`src/sv/asd_pkg.sv`:
```
// Shared types and constants for the accelerometer step detector.
// Holds the controller state, the datapath command struct and the filter coefficients.
// No dependencies.
package asd_pkg;

  localparam int SAMPLE_BITS_DEF = 14;
  localparam int AXIS_W          = 14;
  localparam int CFG_IDX_W       = 3;
  localparam int CFG_DATA_W      = 23;

  localparam logic [CFG_IDX_W-1:0] CFG_GRAVITY_ALPHA  = 3'd0;
  localparam logic [CFG_IDX_W-1:0] CFG_PEAK_THRESHOLD = 3'd1;
  localparam logic [CFG_IDX_W-1:0] CFG_REFRACTORY_MS  = 3'd2;
  localparam logic [CFG_IDX_W-1:0] CFG_SAMPLE_PERIOD  = 3'd3;
  localparam logic [CFG_IDX_W-1:0] CFG_STEP_LENGTH    = 3'd4;

  localparam logic [15:0] RST_GRAVITY_ALPHA  = 16'd58982;
  localparam logic [22:0] RST_PEAK_THRESHOLD = 23'd12800;
  localparam logic [15:0] RST_REFRACTORY_MS  = 16'd300;
  localparam logic [9:0]  RST_SAMPLE_PERIOD  = 10'd10;
  localparam logic [7:0]  RST_STEP_LENGTH    = 8'd70;

  // Bandpass coefficients, Q2.14 magnitudes (signs applied by the sequence)
  localparam logic [15:0] COEF_B0  = 16'd3385;
  localparam logic [15:0] COEF_A1N = 16'd22438;
  localparam logic [15:0] COEF_A2  = 16'd9614;

  localparam logic signed [23:0] SIG_MAX = 24'sh7FFFFF;
  localparam logic signed [23:0] SIG_MIN = -24'sh800000;

  typedef enum logic [2:0] {
    ST_IDLE, ST_GRAV, ST_SQR, ST_ROOT, ST_FILT, ST_OUT
  } asd_state_t;

  typedef enum logic [2:0] {
    MUL_NONE, MUL_GA, MUL_GB, MUL_SQ, MUL_B0M, MUL_B0M2, MUL_A1Y, MUL_A2Y
  } asd_mul_t;

  typedef enum logic [2:0] {
    ACC_HOLD, ACC_LOAD, ACC_ADD, ACC_SUB, ACC_ADDG
  } asd_acc_t;

  typedef struct packed {
    asd_mul_t   mul;
    asd_acc_t   acc;
    logic [1:0] axis;
    logic       g_upd;
    logic       sq_init;
    logic       sq_step;
    logic       y_upd;
    logic       clr_cnt;
    logic       load_in;
    logic       load_out;
  } asd_cmd_t;

endpackage

```
`src/sv/asd_in_if.sv`:
```
// Sample request channel of the step detector.
// Depends on asd_pkg for the axis width.
interface asd_in_if;
  logic                       valid;
  logic                       ready;
  logic                       kind;
  logic [asd_pkg::AXIS_W-1:0] accel_x;
  logic [asd_pkg::AXIS_W-1:0] accel_y;
  logic [asd_pkg::AXIS_W-1:0] accel_z;

  modport source (output valid, kind, accel_x, accel_y, accel_z, input ready);
  modport sink   (input valid, kind, accel_x, accel_y, accel_z, output ready);
endinterface

```
`src/sv/asd_out_if.sv`:
```
// Result channel of the step detector.
// No dependencies.
interface asd_out_if;
  logic               valid;
  logic               ready;
  logic               step_detected;
  logic [31:0]        step_total;
  logic [39:0]        distance_total_cm;
  logic signed [23:0] filtered_signal;
  logic               armed;

  modport source (output valid, step_detected, step_total, distance_total_cm,
                  filtered_signal, armed, input ready);
  modport sink   (input valid, step_detected, step_total, distance_total_cm,
                  filtered_signal, armed, output ready);
endinterface

```
`src/sv/asd_ctrl.sv`:
```
// Sequencer of the step detector: handshakes and the micro-step schedule.
// Depends on asd_pkg.
module asd_ctrl #(
  parameter int SAMPLE_BITS = asd_pkg::SAMPLE_BITS_DEF
) (
  input  logic              clk,
  input  logic              rst_n,
  input  logic              in_valid,
  input  logic              in_kind,
  output logic              in_ready,
  output logic              out_valid,
  input  logic              out_ready,
  output asd_pkg::asd_cmd_t cmd
);
  import asd_pkg::*;

  localparam int ROOT_STEPS = SAMPLE_BITS + 9;
  localparam int CW         = $clog2(ROOT_STEPS) + 1;

  asd_state_t    state_r, state_nxt;
  logic [CW-1:0] cnt_r, cnt_nxt;
  logic          out_valid_r, out_valid_nxt;

  always_ff @(posedge clk) begin
    if (!rst_n) begin
      state_r     <= ST_IDLE;
      cnt_r       <= '0;
      out_valid_r <= 1'b0;
    end else begin
      state_r     <= state_nxt;
      cnt_r       <= cnt_nxt;
      out_valid_r <= out_valid_nxt;
    end
  end

  assign out_valid = out_valid_r;
  assign in_ready  = (state_r == ST_IDLE);

  always_comb begin
    state_nxt     = state_r;
    cnt_nxt       = cnt_r + CW'(1);
    cmd           = '0;
    cmd.mul       = MUL_NONE;
    cmd.acc       = ACC_HOLD;
    out_valid_nxt = out_valid_r && !out_ready;
    case (state_r)
      ST_IDLE: begin
        cnt_nxt = '0;
        if (in_valid) begin
          cmd.load_in = 1'b1;
          if (in_kind) begin
            cmd.clr_cnt = 1'b1;
            state_nxt   = ST_OUT;
          end else begin
            state_nxt = ST_GRAV;
          end
        end
      end
      ST_GRAV: begin
        cmd.axis = cnt_r[3:2];
        case (cnt_r[1:0])
          2'd0: cmd.mul = MUL_GA;
          2'd1: begin
            cmd.mul = MUL_GB;
            cmd.acc = ACC_LOAD;
          end
          2'd2: cmd.acc = ACC_ADDG;
          default: cmd.g_upd = 1'b1;
        endcase
        if (cnt_r == CW'(11)) begin
          state_nxt = ST_SQR;
          cnt_nxt   = '0;
        end
      end
      ST_SQR: begin
        case (cnt_r[2:0])
          3'd0: begin
            cmd.mul  = MUL_SQ;
            cmd.axis = 2'd0;
          end
          3'd1: begin
            cmd.mul  = MUL_SQ;
            cmd.axis = 2'd1;
            cmd.acc  = ACC_LOAD;
          end
          3'd2: begin
            cmd.mul  = MUL_SQ;
            cmd.axis = 2'd2;
            cmd.acc  = ACC_ADD;
          end
          3'd3: cmd.acc = ACC_ADD;
          default: begin
            cmd.sq_init = 1'b1;
            state_nxt   = ST_ROOT;
            cnt_nxt     = '0;
          end
        endcase
      end
      ST_ROOT: begin
        cmd.sq_step = 1'b1;
        if (cnt_r == CW'(ROOT_STEPS - 1)) begin
          state_nxt = ST_FILT;
          cnt_nxt   = '0;
        end
      end
      ST_FILT: begin
        case (cnt_r[2:0])
          3'd0: cmd.mul = MUL_B0M;
          3'd1: begin
            cmd.mul = MUL_B0M2;
            cmd.acc = ACC_LOAD;
          end
          3'd2: begin
            cmd.mul = MUL_A1Y;
            cmd.acc = ACC_SUB;
          end
          3'd3: begin
            cmd.mul = MUL_A2Y;
            cmd.acc = ACC_ADD;
          end
          3'd4: cmd.acc = ACC_SUB;
          default: begin
            cmd.y_upd = 1'b1;
            state_nxt = ST_OUT;
          end
        endcase
      end
      ST_OUT: begin
        if (!out_valid_r || out_ready) begin
          cmd.load_out  = 1'b1;
          out_valid_nxt = 1'b1;
          state_nxt     = ST_IDLE;
        end
      end
      default: state_nxt = ST_IDLE;
    endcase
  end

endmodule

```
`src/sv/asd_dpath.sv`:
```
// Datapath of the step detector: config registers, shared multiplier and
// accumulator, square-root unit, filter history and step bookkeeping. Depends on asd_pkg.
module asd_dpath #(
  parameter int SAMPLE_BITS = asd_pkg::SAMPLE_BITS_DEF
) (
  input  logic                          clk,
  input  logic                          rst_n,
  input  asd_pkg::asd_cmd_t             cmd,
  input  logic [asd_pkg::AXIS_W-1:0]    accel_x,
  input  logic [asd_pkg::AXIS_W-1:0]    accel_y,
  input  logic [asd_pkg::AXIS_W-1:0]    accel_z,
  input  logic                          cfg_we,
  input  logic [asd_pkg::CFG_IDX_W-1:0] cfg_index,
  input  logic [asd_pkg::CFG_DATA_W-1:0] cfg_data,
  output logic                          step_detected,
  output logic [31:0]                   step_total,
  output logic [39:0]                   distance_total_cm,
  output logic signed [23:0]            filtered_signal,
  output logic                          armed
);
  import asd_pkg::*;

  localparam int SB  = SAMPLE_BITS;
  localparam int RW  = (SB > AXIS_W) ? SB : AXIS_W;
  localparam int GW  = SB + 16;
  localparam int DW  = SB + 9;
  localparam int MW  = DW;
  localparam int SQW = 2 * DW;
  localparam int MA  = (DW > 18) ? DW : 18;
  localparam int MB  = GW + 1;
  localparam int PW  = MA + MB;
  localparam int AW  = PW + 2;
  localparam int YW  = AW - 14;

  // configuration
  logic [15:0] alpha_r;
  logic [22:0] thr_r;
  logic [15:0] refr_r;
  logic [9:0]  period_r;
  logic [7:0]  len_r;

  always_ff @(posedge clk) begin
    if (!rst_n) begin
      alpha_r  <= RST_GRAVITY_ALPHA;
      thr_r    <= RST_PEAK_THRESHOLD;
      refr_r   <= RST_REFRACTORY_MS;
      period_r <= RST_SAMPLE_PERIOD;
      len_r    <= RST_STEP_LENGTH;
    end else if (cfg_we) begin
      case (cfg_index)
        CFG_GRAVITY_ALPHA:  alpha_r  <= cfg_data[15:0];
        CFG_PEAK_THRESHOLD: thr_r    <= cfg_data[22:0];
        CFG_REFRACTORY_MS:  refr_r   <= cfg_data[15:0];
        CFG_SAMPLE_PERIOD:  period_r <= cfg_data[9:0];
        CFG_STEP_LENGTH:    len_r    <= cfg_data[7:0];
        default: ;
      endcase
    end
  end

  // sample capture, low SAMPLE_BITS of each axis
  logic [RW-1:0] ext_x, ext_y, ext_z;
  logic [SB-1:0] raw_r [3];
  assign ext_x = RW'(accel_x);
  assign ext_y = RW'(accel_y);
  assign ext_z = RW'(accel_z);

  always_ff @(posedge clk) begin
    if (cmd.load_in) begin
      raw_r[0] <= ext_x[SB-1:0];
      raw_r[1] <= ext_y[SB-1:0];
      raw_r[2] <= ext_z[SB-1:0];
    end
  end

  logic [GW-1:0]        g_r [3];
  logic signed [DW-1:0] d_r [3];
  logic signed [PW-1:0] prod_r, prod_c;
  logic signed [AW-1:0] acc_r;
  logic signed [MA-1:0] op_a;
  logic signed [MB-1:0] op_b;
  logic [SQW-1:0]       sq_v_r, sq_res_r, sq_bit_r, sq_t;
  logic [MW-1:0]        mh0_r, mh1_r, mag;
  logic signed [23:0]   oh0_r, oh1_r;

  assign mag = sq_res_r[MW-1:0];

  // shared multiplier operand select
  always_comb begin
    op_a = '0;
    op_b = '0;
    case (cmd.mul)
      MUL_GA: begin
        op_a = MA'($signed({1'b0, alpha_r}));
        op_b = $signed({1'b0, g_r[cmd.axis]});
      end
      MUL_GB: begin
        op_a = MA'($signed({1'b0, 17'(17'h10000 - {1'b0, alpha_r})}));
        op_b = MB'($signed({1'b0, raw_r[cmd.axis]}));
      end
      MUL_SQ: begin
        op_a = MA'(d_r[cmd.axis]);
        op_b = MB'(d_r[cmd.axis]);
      end
      MUL_B0M: begin
        op_a = MA'($signed({1'b0, COEF_B0}));
        op_b = MB'($signed({1'b0, mag}));
      end
      MUL_B0M2: begin
        op_a = MA'($signed({1'b0, COEF_B0}));
        op_b = MB'($signed({1'b0, mh1_r}));
      end
      MUL_A1Y: begin
        op_a = MA'($signed({1'b0, COEF_A1N}));
        op_b = MB'(oh0_r);
      end
      MUL_A2Y: begin
        op_a = MA'($signed({1'b0, COEF_A2}));
        op_b = MB'(oh1_r);
      end
      default: ;
    endcase
  end

  assign prod_c = op_a * op_b;

  always_ff @(posedge clk) begin
    prod_r <= prod_c;
    case (cmd.acc)
      ACC_LOAD: acc_r <= AW'(prod_r);
      ACC_ADD:  acc_r <= acc_r + AW'(prod_r);
      ACC_SUB:  acc_r <= acc_r - AW'(prod_r);
      ACC_ADDG: acc_r <= acc_r + (AW'(prod_r) <<< 16);
      default:  ;
    endcase
  end

  // gravity update and residual
  logic [GW-1:0]      g_new, x_q16;
  logic signed [GW:0] diff;
  assign g_new = acc_r[GW+15:16];
  assign x_q16 = {raw_r[cmd.axis], 16'b0};
  assign diff  = $signed({1'b0, x_q16}) - $signed({1'b0, g_new});

  always_ff @(posedge clk) begin
    if (!rst_n) begin
      g_r[0] <= '0;
      g_r[1] <= '0;
      g_r[2] <= '0;
    end else if (cmd.g_upd) begin
      g_r[cmd.axis] <= g_new;
    end
  end

  always_ff @(posedge clk) begin
    if (cmd.g_upd) begin
      d_r[cmd.axis] <= diff[GW:8];
    end
  end

  // square root, one result bit per cycle
  assign sq_t = sq_res_r + sq_bit_r;

  always_ff @(posedge clk) begin
    if (cmd.sq_init) begin
      sq_v_r   <= acc_r[SQW-1:0];
      sq_res_r <= '0;
      sq_bit_r <= SQW'(1) << (SQW - 2);
    end else if (cmd.sq_step) begin
      if (sq_v_r >= sq_t) begin
        sq_v_r   <= sq_v_r - sq_t;
        sq_res_r <= (sq_res_r >> 1) + sq_bit_r;
      end else begin
        sq_res_r <= sq_res_r >> 1;
      end
      sq_bit_r <= sq_bit_r >> 2;
    end
  end

  // bandpass output, rounding and saturation
  logic signed [AW-1:0] acc_rnd;
  logic signed [YW-1:0] y_full;
  logic [YW-24:0]       y_top;
  logic signed [23:0]   y_sat;
  assign acc_rnd = acc_r + AW'(8192);
  assign y_full  = acc_rnd[AW-1:14];
  assign y_top   = y_full[YW-1:23];

  always_comb begin
    if ((y_top == '0) || (y_top == '1)) begin
      y_sat = y_full[23:0];
    end else if (y_full[YW-1]) begin
      y_sat = SIG_MIN;
    end else begin
      y_sat = SIG_MAX;
    end
  end

  // detector and step bookkeeping
  logic        armed_r, fired_r;
  logic [31:0] clock_r, last_r, count_r, clock_nxt, since;
  logic        arm_now, fire_now;

  assign clock_nxt = clock_r + 32'(period_r);
  assign since     = clock_nxt - last_r;
  assign arm_now   = !armed_r && ($signed({y_sat[23], y_sat}) > $signed({2'b00, thr_r}))
                     && (since > 32'(refr_r));
  assign fire_now  = armed_r && y_sat[23];

  always_ff @(posedge clk) begin
    if (!rst_n) begin
      mh0_r   <= '0;
      mh1_r   <= '0;
      oh0_r   <= '0;
      oh1_r   <= '0;
      armed_r <= 1'b0;
      fired_r <= 1'b0;
      clock_r <= '0;
      last_r  <= '0;
      count_r <= '0;
    end else if (cmd.clr_cnt) begin
      count_r <= '0;
      fired_r <= 1'b0;
    end else if (cmd.y_upd) begin
      mh1_r   <= mh0_r;
      mh0_r   <= mag;
      oh1_r   <= oh0_r;
      oh0_r   <= y_sat;
      clock_r <= clock_nxt;
      fired_r <= fire_now;
      if (arm_now) begin
        armed_r <= 1'b1;
      end else if (fire_now) begin
        armed_r <= 1'b0;
        count_r <= count_r + 32'd1;
        last_r  <= clock_nxt;
      end
    end
  end

  // result register
  always_ff @(posedge clk) begin
    if (cmd.load_out) begin
      step_detected     <= fired_r;
      step_total        <= count_r;
      distance_total_cm <= count_r * 40'(len_r);
      filtered_signal   <= oh0_r;
      armed             <= armed_r;
    end
  end

endmodule

```
`src/sv/accel_step_detector.sv`:
```
// Top level of the accelerometer step detector.
// Depends on asd_pkg, asd_in_if, asd_out_if, asd_ctrl and asd_dpath.

// Each request on in_ch is either a three-axis sample (kind 0) or a clear of
// the step count and distance (kind 1); each produces exactly one result on
// out_ch. A sample runs through one shared multiplier and accumulator: gravity
// removal per axis, sum of squares, a bit-serial square root (one result bit
// per cycle) and the bandpass filter with detector update. The next request is
// accepted only once the current one has loaded its result, which is held in
// an output register, so the next request is taken while a result still waits.
// Configuration registers are written through cfg_we/cfg_index/cfg_data and
// should only change while no request is in flight.
module accel_step_detector #(
  parameter int SAMPLE_BITS = asd_pkg::SAMPLE_BITS_DEF
) (
  input  logic                           clk,
  input  logic                           rst_n,
  asd_in_if.sink                         in_ch,
  asd_out_if.source                      out_ch,
  input  logic                           cfg_we,
  input  logic [asd_pkg::CFG_IDX_W-1:0]  cfg_index,
  input  logic [asd_pkg::CFG_DATA_W-1:0] cfg_data
);
  import asd_pkg::*;

  asd_cmd_t cmd;

  // sequencer: owns both handshakes and issues one command per cycle
  asd_ctrl #(
    .SAMPLE_BITS(SAMPLE_BITS)
  ) u_ctrl (
    .clk       (clk),
    .rst_n     (rst_n),
    .in_valid  (in_ch.valid),
    .in_kind   (in_ch.kind),
    .in_ready  (in_ch.ready),
    .out_valid (out_ch.valid),
    .out_ready (out_ch.ready),
    .cmd       (cmd)
  );

  // datapath: hold filter state, advance the detector, drive result payload
  asd_dpath #(
    .SAMPLE_BITS(SAMPLE_BITS)
  ) u_dpath (
    .clk               (clk),
    .rst_n             (rst_n),
    .cmd               (cmd),
    .accel_x           (in_ch.accel_x),
    .accel_y           (in_ch.accel_y),
    .accel_z           (in_ch.accel_z),
    .cfg_we            (cfg_we),
    .cfg_index         (cfg_index),
    .cfg_data          (cfg_data),
    .step_detected     (out_ch.step_detected),
    .step_total        (out_ch.step_total),
    .distance_total_cm (out_ch.distance_total_cm),
    .filtered_signal   (out_ch.filtered_signal),
    .armed             (out_ch.armed)
  );

endmodule
```
`src/flat_wrapper.sv`:
```
// flat-port wrapper written by rule: the top's interface ports become plain ports
module accel_step_detector_flat import asd_pkg::*;
#(
  parameter int SAMPLE_BITS = asd_pkg::SAMPLE_BITS_DEF
)
  (clk, rst_n, cfg_we, cfg_index, cfg_data, in_ch_valid, in_ch_kind, in_ch_accel_x, in_ch_accel_y, in_ch_accel_z, in_ch_ready, out_ch_valid, out_ch_step_detected, out_ch_step_total, out_ch_distance_total_cm, out_ch_filtered_signal, out_ch_armed, out_ch_ready);
  asd_in_if in_ch_i ();
  asd_out_if out_ch_i ();
  input  logic clk;
  input  logic rst_n;
  input  logic cfg_we;
  input  logic [asd_pkg::CFG_IDX_W-1:0] cfg_index;
  input  logic [asd_pkg::CFG_DATA_W-1:0] cfg_data;
  input wire logic [$bits(in_ch_i.valid)-1:0] in_ch_valid;
  input wire logic [$bits(in_ch_i.kind)-1:0] in_ch_kind;
  input wire logic [$bits(in_ch_i.accel_x)-1:0] in_ch_accel_x;
  input wire logic [$bits(in_ch_i.accel_y)-1:0] in_ch_accel_y;
  input wire logic [$bits(in_ch_i.accel_z)-1:0] in_ch_accel_z;
  output wire logic [$bits(in_ch_i.ready)-1:0] in_ch_ready;
  output wire logic [$bits(out_ch_i.valid)-1:0] out_ch_valid;
  output wire logic [$bits(out_ch_i.step_detected)-1:0] out_ch_step_detected;
  output wire logic [$bits(out_ch_i.step_total)-1:0] out_ch_step_total;
  output wire logic [$bits(out_ch_i.distance_total_cm)-1:0] out_ch_distance_total_cm;
  output wire logic [$bits(out_ch_i.filtered_signal)-1:0] out_ch_filtered_signal;
  output wire logic [$bits(out_ch_i.armed)-1:0] out_ch_armed;
  input wire logic [$bits(out_ch_i.ready)-1:0] out_ch_ready;
  assign in_ch_i.valid = in_ch_valid;
  assign in_ch_i.kind = in_ch_kind;
  assign in_ch_i.accel_x = in_ch_accel_x;
  assign in_ch_i.accel_y = in_ch_accel_y;
  assign in_ch_i.accel_z = in_ch_accel_z;
  assign in_ch_ready = in_ch_i.ready;
  assign out_ch_valid = out_ch_i.valid;
  assign out_ch_step_detected = out_ch_i.step_detected;
  assign out_ch_step_total = out_ch_i.step_total;
  assign out_ch_distance_total_cm = out_ch_i.distance_total_cm;
  assign out_ch_filtered_signal = out_ch_i.filtered_signal;
  assign out_ch_armed = out_ch_i.armed;
  assign out_ch_i.ready = out_ch_ready;
  accel_step_detector #(.SAMPLE_BITS(SAMPLE_BITS)) u_core (.clk(clk), .rst_n(rst_n), .in_ch(in_ch_i), .out_ch(out_ch_i), .cfg_we(cfg_we), .cfg_index(cfg_index), .cfg_data(cfg_data));
endmodule
```
`config.mk`:
```
export PLATFORM = sky130hd
export DESIGN_NAME = accel_step_detector_flat
export DESIGN_NICKNAME = d
export VERILOG_FILES = /design/src/sv/asd_pkg.sv /design/src/sv/asd_in_if.sv /design/src/sv/asd_out_if.sv /design/src/sv/asd_ctrl.sv /design/src/sv/asd_dpath.sv /design/src/sv/accel_step_detector.sv /design/src/flat_wrapper.sv
export SDC_FILE = /design/constraint.sdc
export NUM_CORES = 2
export LEC_CHECK = 0
export BUFFER_PORTS_ARGS = -buffer_cell sky130_fd_sc_hd__buf_2
export CAP_MARGIN = 20
export CELL_PAD_IN_SITES_DETAIL_PLACEMENT = 0
export CELL_PAD_IN_SITES_GLOBAL_PLACEMENT = 1
export CORE_AREA = 2 2 550 279
export CTS_BUF_LIST = sky130_fd_sc_hd__clkbuf_16
export DETAILED_ROUTE_END_ITERATION = 12
export DIE_AREA = 0 0 552 281
export HOLD_SLACK_MARGIN = 0.03
export PLACE_DENSITY = 0.94
export SETUP_SLACK_MARGIN = 0.05
export SLEW_MARGIN = 10
export SYNTH_ARGS = -nofsm -noshare
export SYNTH_HDL_FRONTEND = slang
export SYNTH_HIERARCHICAL = 1
export SYNTH_SLANG_ARGS = --single-unit
```
`constraint.sdc`:
```
create_clock -name clk -period 20.7 [get_ports clk]
set_input_delay 5.175 -clock clk [delete_from_list [all_inputs] [get_ports clk]]
set_output_delay 5.175 -clock clk [all_outputs]
set_load 0.1 [all_outputs]
```
==> run summary <==
TIMING
--------------------------------------------------------------------------------
Final count of hold timing violations                                          0
Clock skew after layout                                               0.03545 ns
Setup TNS                                                                   0 ns
Worst Slack Setup Final                                                 8.010 ns
RSZ-0062 raised after global routing                                       false
Final critical-path share of the clock period                             0.6131
Slew headroom                                                             0.2044
Final Max Tran Viols                                                           0
Slew at the pin closest to its max-slew limit                           1.189 ns
Fmax achieved                                                        0.07880 GHz
Clock period minus worst slack                                          12.69 ns
Count of final setup violators                                                 0

CLOCK NETWORK
--------------------------------------------------------------------------------
H-tree level count                                                             3
Cell chosen for the clock root                                         clkbuf_16
Post-CTS Hold Fix Bufs                                                         0
Clock Sinks                                                                  829
Number of clock buffers inserted by TritonCTS                                 79
Postcts setup bufs                                                             0
Clock slew at reported path FFs                                          0.07 ns
Cts repair resizes                                                             0
Number of buffers between clock root and the deepest sink                      3
CTS tree                                                                     yes
Worst-skew pair later-pin latency                                        0.69 ns

ROUTE
--------------------------------------------------------------------------------
Post-route ant nets                                                            0
Mean number of vias per cell                                               6.173
DRC errors left                                                                0
Final wirelength                                                       285800 µm
Starting DRT DRC Count                                                    10.12k
Drt first pass iters                                                           7
Total vias in the final route                                             68.99k
Final routed wire length divided by cell count                          25.57 µm

GRT
--------------------------------------------------------------------------------
Wire length of the first global-routing pass                           427500 µm
Congestion Overflow GR                                                         0
Global-route usage over all layers                                        0.3672
Number of antenna violations at the first check in global routing             12
Global route hottest layer                                                  met1
Global routing met3 resource utilization                                  0.1896
Largest net degree at the start of global routing                            127
Number of global-route vias before repair                                 65.77k
Met1 Usage GRT                                                            0.5648
Met2 track demand over resource in global routing                         0.4513

LOGIC SYNTHESIS
--------------------------------------------------------------------------------
Synthesized area                                                       82040 µm²
Most instantiated flip-flop cell in the synthesis netlist               edfxtp_1
Post-synthesis register bit count                                            829
Ys Warns                                                                       6
Number of enable flip-flop cells after synthesis                             431
Average footprint of a synthesized cell                                8.983 µm²
Sequential fraction of the synthesis area                                 0.2549
Number of distinct library cells after synthesis                             118
Share of async-settable or async-resettable flops after synthesis              0
Mapped Cells                                                                9133

CRITICAL PATH
--------------------------------------------------------------------------------
Critical-path maximum fanout                                                  51
Slowest cell on crit path                                                  buf_4
Worst flop-to-flop path startpoint                                  u_core/u_ctrl/state_r[0]$_SDFFE_PN0P_
Critical path's most frequent cell                                          fa_1
Reg2Reg Setup Slack                                                      8.01 ns
Highest cell delay on the worst timing path                              0.80 ns
Critical path origin                                                u_core/u_ctrl/state_r[0]$_SDFFE_PN0P_
Arrival time at the worst endpoint                                      13.27 ns
Cells on worst reg2reg path                                                   32
Crit start category                                                    flip-flop
Kind of critical path                                                 reg -> reg
Data required time of the critical path                                 21.28 ns
Type of destination of the critical path                               flip-flop
Critical R2R Capture                                                u_core/u_dpath/prod_r[50]$_DFF_P_

POWER AND IR DROP
--------------------------------------------------------------------------------
Leakage power summed over all cells                                     37.81 nW
Power spent charging and discharging nets                             0.003107 W
Clk network pwr share                                                      0.219
Sw frac                                                                   0.4605
Cell internal power dissipation                                       0.003639 W
Fraction of power consumed by combinational cells                          0.480
Relative contribution of sequential cells to total power                   0.301
Power density relative to cell area                                 77.07 nW/µm²
Maximum resistive drop on vdd                                         0.07202 mV

FLOORPLAN
--------------------------------------------------------------------------------
Boundary pin count                                                           174
Starting utilization of the core area                                     0.5456
Total Die Area                                                        155100 µm²
Die X-Extent                                                              552 µm
Core region area                                                      150400 µm²
Die H                                                                     281 µm
Count of standard-cell rows                                                  101

PLACE
--------------------------------------------------------------------------------
Placement Cell Area                                                    84980 µm²
Worst slack, placed                                                     8.425 ns
Count of port buffers added during placement                                 173
Gpl congestion                                                             1.041
Detailed Place HPWL                                                    223000 µm

FINAL LAYOUT
--------------------------------------------------------------------------------
# fillers                                                                 13.18k
Summed area of non-filler cells in the final layout                    87540 µm²
Layout overhead on the synthesized area                                   6.698%
Nets@finish                                                               10.59k
Fraction of final layout cells sized beyond drive strength 1             0.06907

MIN PATH
--------------------------------------------------------------------------------
Start point of the worst min-delay path                             u_core/u_dpath/mh0_r[3]$_SDFFE_PN0P_
Cells on Worst Hold Path                                                       2
Hold Crit Class                                                       reg -> reg
Worst hold path endpoint                                            u_core/u_dpath/mh1_r[3]$_SDFFE_PN0P_

STATUS
--------------------------------------------------------------------------------
Run status                                                          complete, no violations

JOB
--------------------------------------------------------------------------------
Total of max-cap violations                                                    0

## layer usage
layer | routed length, µm | part of all wire
met1 | 124300 | 0.43
met4 | 4213 | 0.015
met5 | 164 | 0.00057
met3 | 54430 | 0.19
met2 | 102700 | 0.36
## area by class of cell
class                           instances  area [µm²]  share of cell area
Sequential cell                       829       20910              0.2389
Inverter                             1266        4757             0.05434
Multi-Input combinational cell       6608       54890              0.6270
Clock buffer                           82        2052             0.02344
Clock inverter                         65       464.2            0.005303
Tap cell                             2008        2512             0.02870
Timing Repair Buffer                  314        1947             0.02224
Antenna cell                            3       7.507          0.00008576
## critical path: cells and delay by family, from the launching register on
| kind | cells | cell delay [ns] |
|---|---|---|
| fa+ha+maj | 8 | 4.08 |
| simple gates | 8 | 2.66 |
| compound gates | 8 | 2.61 |
| buf+inv | 7 | 1.89 |
| flops | 1 | 0.68 |
| mux | 1 | 0.57 |
## placed cells by master (no fill, tap or decap), types with 44 or more instances in the layout
master / Yosys / layout
nor2_1: 701 / 692
nand4_1: 66 / 66
xor2_1: 186 / 186
buf_4: 6 / 133
xnor2_1: 279 / 278
nand2_1: 1245 / 1245
a21o_1: 140 / 139
inv_1: 1262 / 1277
fa_1: 918 / 918
mux4_2: 46 / 46
nand3_1: 163 / 160
edfxtp_1: 431 / 431
o21a_1: 55 / 55
clkbuf_16: 0 / 82
nor4_1: 44 / 44
mux2i_1: 85 / 85
dfxtp_1: 398 / 398
and3_1: 68 / 67
a22oi_1: 52 / 52
or3_1: 45 / 45
nor3_1: 108 / 105
buf_2: 16 / 174
o21ai_0: 388 / 385
nand2b_1: 64 / 62
a211oi_1: 71 / 71
ha_1: 496 / 496
a31oi_1: 71 / 71
nor2b_1: 65 / 65
a21oi_1: 486 / 482
o21bai_1: 47 / 47
and2_1: 245 / 244
## worst max-delay path by stage
stage	slack [ns]	cells after the start	endpoint
5_1_grt	7.38	32	u_core/u_dpath/prod_r[50]$_DFF_P_
3_3_place_gp	8.37	33	u_core/u_dpath/prod_r[50]$_DFF_P_
3_5_place_dp	8.43	32	u_core/u_dpath/prod_r[50]$_DFF_P_
2_1_floorplan	10.90	33	u_core/u_dpath/prod_r[50]$_DFF_P_
4_1_cts	8.29	32	u_core/u_dpath/prod_r[50]$_DFF_P_
6_report	8.01	32	u_core/u_dpath/prod_r[50]$_DFF_P_
## cells in the mapped netlist, types with 14 or more instances
cell / n / area, µm²
a211o_1: 17 / 148.9
a211oi_1: 71 / 533.0
a21o_1: 140 / 1051
a21oi_1: 486 / 2432
a221o_1: 33 / 330.3
a221oi_1: 27 / 236.5
a22oi_1: 52 / 390.4
a311oi_1: 15 / 131.4
a31oi_1: 71 / 444.2
and2_1: 245 / 1533
and3_1: 68 / 425.4
and4_1: 14 / 122.6
buf_1: 23 / 86.33
buf_2: 16 / 80.08
clkbuf_1: 383 / 1438
dfxtp_1: 398 / 7968
edfxtp_1: 431 / 12940
fa_1: 918 / 18380
ha_1: 496 / 6206
inv_1: 1262 / 4737
mux2_2: 37 / 416.7
mux2i_1: 85 / 850.8
mux4_2: 46 / 1036
nand2_1: 1245 / 4673
nand2b_1: 64 / 400.4
nand3_1: 163 / 815.8
nand4_1: 66 / 412.9
nor2_1: 701 / 2631
nor2b_1: 65 / 406.6
nor3_1: 108 / 540.5
nor4_1: 44 / 275.3
o211ai_1: 40 / 300.3
o21a_1: 55 / 412.9
o21ai_0: 388 / 1942
o21ai_1: 16 / 80.08
o21bai_1: 47 / 352.8
o221ai_1: 14 / 122.6
o31ai_1: 24 / 180.2
or2_2: 23 / 143.9
or3_1: 45 / 281.5
xnor2_1: 279 / 2444
xor2_1: 186 / 1629
## cell families (layout without fill, tap and decap cells)
| logic type | Yosys count | after routing | synth area share |
|---|---|---|---|
| AO/OA/AOI/OAI | 1624 | 1624 | 0.1250 |
| XOR/XNOR | 465 | 465 | 0.04964 |
| adder cells (fa/ha/maj) | 1414 | 1414 | 0.2996 |
| buffers and inverters | 1702 | 1727 | 0.07918 |
| flip-flops | 829 | 829 | 0.2549 |
| multiplexers | 168 | 168 | 0.02808 |
| other | 2 | 11 | 0.00009154 |
| AND/OR/NAND/NOR | 2929 | 2929 | 0.1635 |
## power by group through the flow
stage	registers, W	clock network, W	logic, W
after detailed placement	0.00205	0	0.00302
after CTS	0.00201	0.00148	0.00306
after global placement	0.00205	0	0.00299
after floorplan	0.00203	0	0.00194
after global routing	0.00203	0.00155	0.00343
final	0.00203	0.00148	0.00324
## through the flow
step	cells	utilization	total power, W	hold slack, ns
2_1_floorplan	9139	-	0.003976	0.4064
3_3_place_gp	11020	0.5647	0.005042	0.4241
3_5_place_dp	11020	0.5651	0.005071	0.4346
4_1_cts	11170	0.5818	0.006559	0.4374
5_1_grt	11170	0.5821	0.007007	0.4636
6_report	11180	0.5821	0.006746	0.4475
## sequential cells by signal (all words and copies together) (netlist names), 24 cells and up
| name | count |
|---|---|
| u_core/u_dpath/g_r | 120 |
| u_core/u_dpath/d_r | 69 |
| u_core/u_dpath/acc_r | 56 |
| u_core/u_dpath/prod_r | 54 |
| u_core/u_dpath/sq_res_r | 46 |
| u_core/u_dpath/sq_v_r | 46 |
| u_core/u_dpath/raw_r | 42 |
| u_core/u_dpath/distance_total_cm | 40 |
| u_core/u_dpath/clock_r | 32 |
| u_core/u_dpath/count_r | 32 |
| u_core/u_dpath/last_r | 32 |
| u_core/u_dpath/step_total | 32 |
| u_core/u_dpath/filtered_signal | 24 |
| u_core/u_dpath/oh0_r | 24 |
| u_core/u_dpath/oh1_r | 24 |
(Power assumes the default switching activity.)
